File: config.mk
export PLATFORM = sky130hd
export DESIGN_NAME = swtk_cell
export DESIGN_NICKNAME = d
export VERILOG_FILES = /design/src/hw/rtl/swtk_pkg.sv /design/src/hw/rtl/swtk_cell.sv
export SDC_FILE = /design/constraint.sdc
export NUM_CORES = 1
export LEC_CHECK = 0
export ABC_CLOCK_PERIOD_IN_PS = 10370
export BUFFER_PORTS_ARGS = -buffer_cell sky130_fd_sc_hd__buf_2
export CORE_UTILIZATION = 54
export CTS_CLUSTER_SIZE = 40
export DETAILED_ROUTE_END_ITERATION = 8
export GPL_TIMING_DRIVEN = 0
export PLACE_DENSITY = 0.87
export SETUP_SLACK_MARGIN = 0.5
export SYNTH_ARGS = -nofsm -noshare
export SYNTH_HDL_FRONTEND = slang
export SYNTH_SLANG_ARGS = --single-unit
export TNS_END_PERCENT = 5
File: constraint.sdc
create_clock -name clk -period 10.37 [get_ports clk]
set_clock_uncertainty 0.1 [all_clocks]
set_input_delay 1.5555 -clock clk [delete_from_list [all_inputs] [get_ports clk]]
set_output_delay 1.5555 -clock clk [all_outputs]
set_load 0.1 [all_outputs]
File: src/hw/rtl/swtk_pkg.sv
`timescale 1ns / 1ps

package swtk_pkg;

  localparam int DATA_W = 32;
  localparam int REG_W  = 7;
  localparam int IDX_W  = 8;

  // configuration register indexes
  localparam logic [IDX_W-1:0] REG_WINDOW_SIZE = 8'd0;
  localparam logic [IDX_W-1:0] REG_TOP_COUNT   = 8'd1;

  typedef struct packed {
    logic signed [DATA_W-1:0] sample_value;
    logic        [DATA_W-1:0] step_tag;
  } swtk_in_t;

  typedef struct packed {
    logic signed [DATA_W-1:0] result_value;
    logic        [DATA_W-1:0] result_tag;
    logic                     is_smoothed;
  } swtk_out_t;

  // per-cycle commands broadcast to every cell
  typedef struct packed {
    logic                     evict;
    logic                     insert;
    logic                     sum;
    logic signed [DATA_W-1:0] sample;
  } swtk_ctrl_t;

  typedef enum logic [2:0] {
    S_IDLE,
    S_EVICT,
    S_INSERT,
    S_SUM,
    S_START,
    S_DIV,
    S_OUT
  } swtk_state_t;

endpackage

File: src/hw/rtl/swtk_cell.sv
`timescale 1ns / 1ps

module swtk_cell import swtk_pkg::*; #(
  parameter int MAX_WINDOW = 64,
  parameter int INDEX      = 0
) (
  input  logic                                           clk,
  input  swtk_ctrl_t                                     ctrl,
  input  logic [(MAX_WINDOW > 1 ? $clog2(MAX_WINDOW) : 1)-1:0] evict_pos,
  input  logic [$clog2(MAX_WINDOW+1)-1:0]                fill,
  input  logic [$clog2(MAX_WINDOW+1)-1:0]                topk,
  input  logic signed [DATA_W-1:0]                       left_val,
  input  logic [(MAX_WINDOW > 1 ? $clog2(MAX_WINDOW) : 1)-1:0] left_age,
  input  logic                                           left_ge,
  input  logic signed [DATA_W+$clog2(MAX_WINDOW+1):0]    left_psum,
  input  logic signed [DATA_W-1:0]                       right_val,
  input  logic [(MAX_WINDOW > 1 ? $clog2(MAX_WINDOW) : 1)-1:0] right_age,
  output logic signed [DATA_W-1:0]                       val,
  output logic [(MAX_WINDOW > 1 ? $clog2(MAX_WINDOW) : 1)-1:0] age,
  output logic                                           ge,
  output logic signed [DATA_W+$clog2(MAX_WINDOW+1):0]    psum
);

  localparam int AW = (MAX_WINDOW > 1) ? $clog2(MAX_WINDOW) : 1;
  localparam int SW = DATA_W + $clog2(MAX_WINDOW + 1) + 1;

  logic in_window;
  logic in_top;
  logic signed [SW-1:0] addend;

  // entry holds a live sample and is not below the new one
  assign in_window = 32'(INDEX) < 32'(fill);
  assign ge        = in_window && (val >= ctrl.sample);
  assign in_top    = 32'(INDEX) < 32'(topk);
  assign addend    = in_top ? {{(SW-DATA_W){val[DATA_W-1]}}, val} : '0;

  // evict closes the gap from the right, insert opens one from the left
  always_ff @(posedge clk) begin
    if (ctrl.evict) begin
      if (32'(INDEX) >= 32'(evict_pos)) begin
        val <= right_val;
        age <= right_age;
      end
    end else if (ctrl.insert) begin
      if (ge) begin
        age <= age + AW'(1);
      end else if (left_ge) begin
        val <= ctrl.sample;
        age <= '0;
      end else begin
        val <= left_val;
        age <= left_age + AW'(1);
      end
    end
  end

  // partial sum wave running down the row
  always_ff @(posedge clk) begin
    if (ctrl.sum) begin
      psum <= left_psum + addend;
    end
  end

endmodule

# After elaboration in Yosys (flattened, before gate mapping)
# Index checks and enable logic that the tools add are counted.
# W data, S select, Z words.
[word_totals]
register_bits = 78
input_bits = 173
[op_classes]
n_eq_ne = 2
reduce_logical = 4
addsub = 3
n_mux = 11
magnitude_cmp = 4
[ops]
columns = ["cell", "n"]
rows = [
  ["$mux W32", 5],
  ["$add A40 B40 Y40", 1],
  ["$mux W40", 1],
  ["$ge A32 B32 Y1", 1],
  ["$mux W6", 5],
  ["$lt A1 B7 Y1 const A", 2],
  ["$add A6 B1 Y6 const B", 2],
  ["$ge A1 B6 Y1 const A", 1],
  ["$reduce_and A3 Y1", 1],
  ["$ne A2 B1 Y1 const B", 1],
  ["$ne A2 B2 Y1 const B", 1],
  ["$reduce_and A2 Y1", 1],
  ["$reduce_bool A2 Y1", 1],
  ["$logic_and A1 B1 Y1", 1],
]

# Longest topological paths before layout
[logic_depth]
word_depth = 5
mapped_depth = 14
ltp_nobuf = 12

# Least setup slack after synthesis
# No wires, ideal clock.
[synth_timing]
kind = "input to register"
from = "input port ctrl[13] (netlist name)"
to = "register val[0] (enable)"
setup_time_ns = 0.470
path_stages = 10
arrival_time_ns = 5.502
n_path_buf = 1
slack_ns = 4.298
t_required_ns = 9.800
cell_sequence = "inv_1 > ha_1 > a21o_1 > a21o_1 > a21oi_1 > o211ai_1 > a32oi_1 > nand2_1 > buf_2 > a21boi_0"
[synth_between]
elab_chain_len = 4
[synth_lines]
columns = ["item", "line", "source"]
rows = [
  ["start: declaration", "swtk_cell.sv:8", "input swtk_ctrl_t ctrl,"],
  ["$ge A32 B32 Y1", "swtk_cell.sv:33", "assign ge = in_window && (val >= ctrl.sample);"],
  ["$logic_and A1 B1 Y1", "swtk_cell.sv:33", ""],
  ["net ge", "swtk_cell.sv:20", "output logic ge,"],
  ["$ne A2 B2 Y1 (no source line)", "n/a", ""],
  ["$reduce_and A3 Y1 (no source line)", "n/a", ""],
  ["end signal: assignment", "swtk_cell.sv:41", "val <= right_val;"],
  ["end signal: assignment", "swtk_cell.sv:48", "val <= ctrl.sample;"],
  ["end signal: assignment", "swtk_cell.sv:51", "val <= left_val;"],
  ["end: declaration", "swtk_cell.sv:18", "output logic signed [DATA_W-1:0] val,"],
]
# The timed path passes the listed nets, and every way through them passes these cells.
# A chain may end at the register's enable or synchronous reset.

# Final worst setup path
[layout_timing]
from = "input port ctrl[1] (netlist name)"
to = "output port ge"
[layout_between]
elab_chain_len = 2
[layout_lines]
columns = ["item", "line"]
rows = [
  ["$ge A32 B32 Y1", "swtk_cell.sv:33"],
  ["$logic_and A1 B1 Y1", "swtk_cell.sv:33"],
  ["end: declaration", "swtk_cell.sv:20"],
]
# No other way between the ends.

==> results.cfg <==
[floorplan]
die_x_um = 112
coreArea_um2 = 11600
die_h_um = 112
row_count = 39
dieArea_um2 = 12400
start_util_pct = 56.0
ios = 252

[sta]
post-route-min-period_ns = 5.41
finalSetupTns_ns = 0
drv_slew = 0
post-route-period-util_pct = 52.2
setup_viol = 0
whs_ns = 0.687
max_freq_mhz = 185
timing.final.ws_setup_ns = 4.96
hold_viol = 0
tightest_slew_ns = 0.980
max-slew-margin-rel_pct = 34.0
rsz0062_at_grt = no

[yosys]
synth_edf_count = 78
postSynthAreaPerCell_um2 = 9.40
synthFlopType = edfxtp_1
synthCells = 689
synth_seq_cells = 78
yosysUniqueCellTypes = 56
synth.net_count = 936
syn_area_um2 = 6470
ys.warnings.count = 0
seq_area_frac_synth_pct = 36.2
async_flop_share_pct = 0

[flow_run]
maxCapViolations = 0

[pwr]
p_comb_share_pct = 42.5
ir_drop_mv = 0.0786
p_switching_uw = 521
p_sw_share_pct = 42.1
finalPower_uw = 1240
pwr-share-clk_pct = 24.7
powerDensity_nw_per_um2 = 150
p_leak_uw = 0.00391
p_int_uw = 716
p_seq_share_pct = 32.8

[layout]
final_area_um2 = 8230
mostFrequentLayoutCells = buf_2 (253), edfxtp_1 (78), ha_1 (73)
layout.nets = 1198
area.growth.synth_to_final_pct = 27.0
fill_cells = 885
layout_commonest_cell = buf_2
num_antenna_cells = 0
drive_gt1_share_pct = 28.7

[hold_path]
min_from = age[5]
min_path_type = register to register

[global_route]
grtUsageTotal_pct = 30.2
grt_pass1_vias = 6213
grt_first_pass_wirelength_mm = 29.4
antenna_found_initial = 0
grt-ovfl-total = 0
grt_max_degree = 41

[route]
drt_iter0_markers = 424
dr.pass1.iters = 8
drc = 8
drtAntennaViolNets = 0
routed_wl_mm = 18.8
viasPerCell = 5.81
wl_per_cell_um = 17.1
vias = 6381

[worst_setup_path]
worstPathArrival_ns = 3.76
r2r_start = val[0]
worstSetupPathType = primary input to output port
cp.required_ns = 8.71
crit_start = ctrl[1]
cp_max_fo = 10
crit_path_end_kind = output port
startpoint_type = primary input

[place]
globalplace.congestion = 0.915
pre_cts_ws_ns = 4.97
post_dp_cell_area_um2 = 7940
dpl.hpwl_mm = 15.3
io_buffers = 250

[clock_tree]
ctsResizeCount = 0
numCtsBuffers = 9
cts_tree = yes
clk_path_buf_depth = 2
clockRootBuffer = clkbuf_16
clkTransAtPathRegs_ns = 0.06
htreeDepth = 3
post-cts-setup-buffers = 0
hold_buffers = 0
cts_sinks = 78
clock_latency_ns = 0.34

[run_status]
violations = DRC
status = complete, but fails checks
==> path summary, 6_finish.rpt <==
path	cells after the start	endpoint	slack (ns)
setup / recovery	11	ge	4.96
hold / removal	3	age[5]	0.69
setup reg to reg	12	psum[36]	6.83
hold reg to reg	3	age[5]	0.69
==> layer usage <==
| metal | part of all wire (%) | GRT usage, % | up-vias |
|---|---|---|---|
| met2 | 49 | 53.1 | 305 |
| li1 | - | - | 3087 |
| met3 | 5.9 | 4.14 | 58 |
| met5 | 0 | 0 | - |
| met1 | 41 | 35.9 | 2931 |
| met4 | 3.8 | 16.2 | 0 |
==> synthesized netlist by cell type (all sizes together), types with 13 or more instances <==
library cell | count | share of area (%)
edfxtp | 78 | 36
ha | 73 | 14
nand2 | 66 | 3.8
o21ai | 62 | 4.9
a21oi | 57 | 4.5
inv | 43 | 2.5
and2 | 33 | 3.2
mux2i | 33 | 5.1
xnor2 | 29 | 3.9
a21o | 26 | 3.0
nor2 | 25 | 1.4
clkbuf | 21 | 1.2
nand3 | 19 | 1.5
xor2 | 16 | 2.2
nand4 | 13 | 1.3
==> cells by family (layout without fill, tap and decap cells) <==
family,count (synthesis),after routing,synth area share [%]
adders and majority gates,74,74,14.4
buffers and inverters,68,335,4.00
xor gates and xnor gates,45,45,6.09
DFF,78,78,36.2
AOI/OAI and AO/OA,199,199,19.2
muxes,33,33,5.10
and+or+nand+nor,192,192,15.1
==> stage by stage <==
stage | instances | utilization [%]
5_1_grt | 1099 | 71.1
6_report | 1099 | 71.1
4_1_cts | 1099 | 71.1
3_3_place_gp | 1082 | 68.4
3_5_place_dp | 1083 | 68.7
2_1_floorplan | 689 | -
==> cell type report <==
class | instances | area, um^2 | share of cell area (%)
multi-input combinational | 543 | 3880 | 47.2
sequential | 78 | 2340 | 28.5
timing repair buffer | 251 | 1280 | 15.5
clock buffer | 10 | 229 | 2.78
tap | 143 | 179 | 2.18
inverter | 43 | 161 | 1.96
buffer | 25 | 97.6 | 1.19
clock inverter | 6 | 52.6 | 0.639
==> sequential cells by signal, summed over array words and instances, names as in the netlist <==
signal	flops
psum	40
val	32
age	6
==> critical path: stages <==
cell	delay [ns]
buf_2	0.09
inv_1	0.05
ha_1	0.29
nor2b_1	0.13
o211ai_1	0.09
a2111o_1	0.37
o211ai_1	0.14
a32oi_1	0.18
nand2_1	0.14
buf_2	0.26
buf_2	0.47
==> power groups by stage <==
stage	clock [uW]	combinational, uW	sequential (uW)
6_report	305	526	406
5_1_grt	323	557	408
4_1_cts	305	523	406
3_5_place_dp	0	520	412
3_3_place_gp	0	508	412
2_1_floorplan	0	184	632
Note: power is estimated with default switching activity, not from simulation.
