**config.mk**
```make
export PLATFORM = sky130hd
export DESIGN_NAME = swtk_div
export DESIGN_NICKNAME = d
export VERILOG_FILES = /design/src/hw/rtl/swtk_pkg.sv /design/src/hw/rtl/swtk_div.sv
export SDC_FILE = /design/constraint.sdc
export NUM_CORES = 1
export LEC_CHECK = 0
export BUFFER_PORTS_ARGS = -buffer_cell sky130_fd_sc_hd__buf_4
export CELL_PAD_IN_SITES_DETAIL_PLACEMENT = 0
export CELL_PAD_IN_SITES_GLOBAL_PLACEMENT = 1
export CORE_ASPECT_RATIO = 1.2
export CORE_MARGIN = 5
export CORE_UTILIZATION = 43
export CTS_CLUSTER_SIZE = 40
export DETAILED_ROUTE_END_ITERATION = 12
export PLACE_DENSITY = 0.78
export SETUP_SLACK_MARGIN = 0.4
export SYNTH_ARGS = -nofsm -noshare
export SYNTH_HDL_FRONTEND = slang
export SYNTH_SLANG_ARGS = --single-unit
export TNS_END_PERCENT = 50
```
**constraint.sdc**
```tcl
create_clock -name clk -period 2.95 [get_ports clk]
set_clock_uncertainty 0.15 [all_clocks]
set_input_delay 0.295 -clock clk [delete_from_list [all_inputs] [get_ports clk]]
set_output_delay 0.295 -clock clk [all_outputs]
set_load 0.05 [all_outputs]
```
**src/hw/rtl/swtk_pkg.sv**
```systemverilog
`timescale 1ns / 1ps

package swtk_pkg;

  localparam int DATA_W = 32;
  localparam int REG_W  = 7;
  localparam int IDX_W  = 8;

  // configuration register indexes
  localparam logic [IDX_W-1:0] REG_WINDOW_SIZE = 8'd0;
  localparam logic [IDX_W-1:0] REG_TOP_COUNT   = 8'd1;

  typedef struct packed {
    logic signed [DATA_W-1:0] sample_value;
    logic        [DATA_W-1:0] step_tag;
  } swtk_in_t;

  typedef struct packed {
    logic signed [DATA_W-1:0] result_value;
    logic        [DATA_W-1:0] result_tag;
    logic                     is_smoothed;
  } swtk_out_t;

  // per-cycle commands broadcast to every cell
  typedef struct packed {
    logic                     evict;
    logic                     insert;
    logic                     sum;
    logic signed [DATA_W-1:0] sample;
  } swtk_ctrl_t;

  typedef enum logic [2:0] {
    S_IDLE,
    S_EVICT,
    S_INSERT,
    S_SUM,
    S_START,
    S_DIV,
    S_OUT
  } swtk_state_t;

endpackage

```
**src/hw/rtl/swtk_div.sv**
```systemverilog
`timescale 1ns / 1ps

module swtk_div import swtk_pkg::*; #(
  parameter int SW = 40,
  parameter int CW = 7
) (
  input  logic                     clk,
  input  logic                     rst,
  input  logic                     start,
  input  logic signed [SW-1:0]     dividend,
  input  logic [CW-1:0]            divisor,
  output logic                     done,
  output logic signed [DATA_W-1:0] quotient
);

  localparam int NW = $clog2(SW + 1);

  logic [SW-1:0] mag;
  logic [CW-1:0] rem;
  logic [CW-1:0] dvs;
  logic          neg;
  logic [NW-1:0] cnt;
  logic [CW:0]   trial;
  logic          fits;

  assign trial = {rem, mag[SW-1]};
  assign fits  = trial >= {1'b0, dvs};

  // restoring divide on the magnitude, one quotient bit per cycle
  always_ff @(posedge clk) begin
    if (rst) begin
      cnt  <= '0;
      done <= 1'b0;
    end else begin
      done <= 1'b0;
      if (start) begin
        cnt <= NW'(SW);
      end else if (cnt != '0) begin
        cnt <= cnt - NW'(1);
        if (cnt == NW'(1)) begin
          done <= 1'b1;
        end
      end
    end
  end

  always_ff @(posedge clk) begin
    if (start) begin
      mag <= dividend[SW-1] ? SW'(-dividend) : dividend;
      neg <= dividend[SW-1];
      rem <= '0;
      dvs <= divisor;
    end else if (cnt != '0) begin
      rem <= fits ? CW'(trial - {1'b0, dvs}) : trial[CW-1:0];
      mag <= {mag[SW-2:0], fits};
    end
  end

  // truncation toward zero
  assign quotient = neg ? -$signed(mag[DATA_W-1:0]) : $signed(mag[DATA_W-1:0]);

endmodule

```
Word level (Yosys, flattened, before mapping)
Index checks and enable logic that the tools add are counted.
{ "totals": {"reg_bits": 62, "mem_bits_ro": 0, "output_inout_bits": 33, "mem_bits_rw": 0, "latch_bits": 0, "memories": 0, "elab_cells": 26, "inputBits": 50} }
{ "op_classes": {"n_mux": 8, "magnitude_cmp": 1, "addsub": 4, "div_mod_pow": 0, "eq_ne": 1, "mul": 0, "n_reduce_logical": 4, "n_shift": 0, "n_bitwise": 1} }
{ "ops": {"columns": ["op", "n"], "rows": [
  ["$mux 40", 3],
  ["$neg 40->40", 1],
  ["$mux 32", 1],
  ["$neg 32->32", 1],
  ["$mux 6", 2],
  ["$ge 8x7->1", 1],
  ["$mux 7", 1],
  ["$sub 7x7->7", 1],
  ["$eq 6x1->1 const B", 1],
  ["$reduce_bool 6->1", 1],
  ["$sub 6x1->6 const B", 1],
  ["$reduce_or 3->1", 1],
  ["$reduce_bool 2->1", 1],
  ["$reduce_or 2->1", 1],
  ["$mux 1", 1],
  ["$not 1->1", 1]
]} }

Longest topological paths before layout
{ "depth": {"ltp_word": 3, "ltp_mapped": 8, "depth_no_buf": 8} }

Least setup slack after synthesis
Ideal clock, no wire load.
{ "synth_path": {"path_kind": "reg-to-output", "from": "reg mag[12]", "to": "out quotient[29]", "arrival_time_ns": 2.213, "required_time_ns": 2.505, "n_path_buf": 0, "path_slack_ns": 0.292, "stages_incl_launch_ff": 6, "path_cell_list": "edfxtp_1 or4_1 and4bb_2 nand3_1 o41ai_1 xnor2_1"} }
{ "synth_via": {"elab_chain_len": 2} }
{ "synth_lines": {"columns": ["item", "line", "rtl"], "rows": [
  ["start: declaration", "swtk_div.sv:18", "logic [SW-1:0] mag;"],
  ["start signal: assignment", "swtk_div.sv:49", "mag <= dividend[SW-1] ? SW'(-dividend) : dividend;"],
  ["start signal: assignment", "swtk_div.sv:55", "mag <= {mag[SW-2:0], fits};"],
  ["$neg 32->32", "swtk_div.sv:60", "assign quotient = neg ? -$signed(mag[DATA_W-1:0]) : $signed(mag[DATA_W-1:0]);"],
  ["$mux 32", "swtk_div.sv:60", null],
  ["end: declaration", "swtk_div.sv:13", "output logic signed [DATA_W-1:0] quotient"]
]} }
No other way between the ends.

Worst setup path after layout
{ "layout_path": {"from": "reg mag[13]", "to": "out quotient[21]"} }
Same word-level chain as after synthesis.

==> summary.md <==
| Metric | Value |
|---|---|
| N_diodes | `0` |
| Worst Setup End Kind | `primary output` |
| Clk sinks | `62` |
| WP data arrival | `2.52 ns` |
| Vias | `4047` |
| Synth top area cells | `edfxtp_1 33%, xnor2_1 7.3%, dfxtp_1 6.3%` |
| Vias in the first global route | `4008` |
| Hold_sp | `rst` |
| Initial Util | `0.441` |
| Most common cell after layout, fill and taps aside | `buf_4` |
| Post-synth ARST share | `0` |
| Post-synth EDFFs | `48` |
| Wire per inst | `16.7 um` |
| WP data required | `2.51 ns` |
| Die X-Extent | `103 um` |
| Worst R2R Setup Slack | `0.43 ns` |
| Reg area | `0.00172 mm^2` |
| Peak supply drop | `0.000358 V` |
| Post-route ant nets | `0` |
| Hold WC Path Type | `in -> reg` |
| Status | `complete, but fails checks` |
| FILL cells | `918` |
| Cell area after synthesis | `0.00443 mm^2` |
| Synth top area share | `0.325` |
| CTS clk-pin slew, worst paths | `0.05 ns` |
| RSZ-0062 raised after global routing | `yes` |
| # IOs | `83` |
| CP Launch Type | `register` |
| Htree depth | `3` |
| Site row count | `40` |
| WP buf/inv | `2` |
| Chip height | `121 um` |
| Clock Tree Root | `clkbuf_16` |
| Nets | `655` |
| Leakage | `2.33 nW` |
| # DRC | `0` |
| Prevailing post-synth register cell | `edfxtp_1` |
| Cells along the critical path | `or4_4 -> and4bb_2 -> buf_6 -> nand2_4 -> o41ai_4 -> xnor2_1 -> buf_4` |
| Initial antenna violation count | `0` |
| Post-synthesis area per instance | `9.14 um^2` |
| GRT Overall Usage | `0.196` |
| Dpl cell area | `0.00521 mm^2` |
| Critical path's largest stage delay | `0.55 ns` |
| Fin. Hold Viols | `0` |
| CP max FO | `3` |
| Yosys cell types | `52` |
| Placed cell count | `682` |
| Final Power | `4.12 mW` |
| Initial DRC Count | `213` |
| Reg2reg end | `rem[1]` |
| Die area | `0.0125 mm^2` |
| Syn_nets | `548` |
| Core area | `0.0101 mm^2` |
| R2R depth | `8` |
| Area Growth Syn to Fin | `32.1%` |
| Crit share post-route | `1.01` |
| Most frequent cells in the layout | `109 x buf_4, 48 x nor2_1, 48 x edfxtp_1` |
| Largest net degree at the start of global routing | `51` |
| Worst path slowest cell | `or4_4` |
| Area of the multi-input gates | `0.00268 mm^2` |
| DRT Wirelength | `12100 um` |
| Syn Inst Count | `485` |
| HPWL Detailed | `8620 um` |
| Violations in the final reports | `negative setup slack` |
| Fmax | `337 MHz` |
| Via density | `5.60` |
| Tmin final | `2.97 ns` |
| CP top delay family | `simple AND/OR/NAND/NOR gates` |
| R2r startpoint | `mag[39]` |
| Slew headroom | `0.621` |
| I/O Buffers | `82` |
| Final worst setup slack | `-0.0162 ns` |
| Yosys top cell by area | `edfxtp_1` |
| Hold path endpoint | `cnt[0]` |
| Seq/Total Area, Yosys | `0.388` |
| CTS tree | `yes` |
| Clk_lat worst skew | `0.33 ns` |
| GPL Wtd Cong | `0.854` |
| Worst hold path cell count | `2` |
| Post-Route Setup TNS | `-0.0190 ns` |
| Power per cell area | `703 mW/mm^2` |
| Yosys reg bits | `62` |
| Setup CP Type | `reg -> out` |
| Global-route wire length before repair | `19200 um` |
| Layout cells sized above 1 | `0.281` |
| Final setup vio count | `2` |
| Finished Cell Area | `0.00586 mm^2` |
| Place WS | `0.161 ns` |
| DR pass1 iterations | `4` |
| Max Cap Violations | `0` |
| Worst-Margin Slew | `0.564 ns` |
| Clk buf depth | `2` |
| Yosys warns | `0` |
| Fin cells | `723` |
| Total grt overflow | `0` |
| TritonCTS buffer count | `9` |
| Max-slew violations | `0` |
-- worst max-delay path by stage --
stage,to,cells after the start,startpoint,slack (ns)
2_1_floorplan,quotient[21],5,mag[12],0.35
3_3_place_gp,mag[29],6,dividend[22],0.17
6_report,quotient[21],7,mag[13],-0.02
5_1_grt,quotient[21],7,mag[13],-0.09
4_1_cts,quotient[29],8,mag[13],-0.02
3_5_place_dp,quotient[26],6,mag[12],0.16
-- synthesized netlist by cell type, types with 6 or more instances --
cell      count
o31ai_1      17
xor2_1       28
a21oi_1      41
or4_1        11
nand2_1      29
nor2_1       49
nand4_1       9
edfxtp_1     48
inv_1        22
nand2b_1      6
nand3_1      13
o41ai_1      12
xnor2_1      37
clkbuf_1     17
ha_1         12
dfxtp_1      14
or3_1        10
o21ai_0      26
or2_2         6
nor3_1       12
-- logic make-up after synthesis --
group,Yosys count,share of synthesized area
AND/OR/NAND/NOR,166,0.196
AO/OA/AOI/OAI,125,0.187
XOR/XNOR,65,0.128
flip-flops,62,0.388
buffers and inverters,47,0.0457
adder cells (fa/ha/maj),13,0.0384
multiplexers,7,0.0166
-- what timing repair did --
item	4_1_cts	5_1_grt
buffers inserted	12	6
setup endpoints to repair	24	26
pin swaps	5	10
hold buffers	7	0
gates resized for setup	26	9
endpoints found under the hold margin	7	0
-- routing by layer --
metal | share of wire | up-vias | global-route usage
met4 | 0.018 | 0 | 0.0853
li1 | - | 2020 | -
met3 | 0.046 | 18 | 0.0339
met1 | 0.41 | 1921 | 0.231
met5 | 0 | - | 0
met2 | 0.52 | 88 | 0.343
-- cell type report --
type	instances	share of cell area
multi-input combinational	376	0.457
sequential	62	0.294
timing repair buffer	120	0.159
clock buffer	15	0.0474
tap	126	0.0269
inverter	23	0.0147
clock inverter	1	0.000854
-- registers in the layout, indices dropped and copies added (netlist names) --
signal	flops
cnt	6
rem	7
dvs	7
done	1
neg	1
mag	40
-- worst reg2reg max path, cell delays in order (launching register included) --
cell	delay, ns
edfxtp_1	0.37
inv_1	0.06
ha_1	0.22
fa_1	0.38
nand2b_1	0.21
a21oi_1	0.25
o31a_1	0.36
o21ai_0	0.13
a32o_1	0.28
-- power breakdown --
| part | switching, mW | internal, mW |
|---|---|---|
| combinational | 1.11 | 0.682 |
| sequential | 0.161 | 1.17 |
| clock | 0.361 | 0.637 |
| total | 1.63 | 2.49 |
-- metrics by stage --
| stage | util | hold WS (ns) |
|---|---|---|
| final | 0.582 | 0.0206 |
| after global routing | 0.582 | 0.0119 |
| after CTS | 0.575 | 0.00568 |
| after detailed placement | 0.518 | 0.296 |
| after global placement | 0.518 | 0.290 |
| after floorplan | - | 0.214 |
No activity file was read; power rests on OpenSTA's default activity.
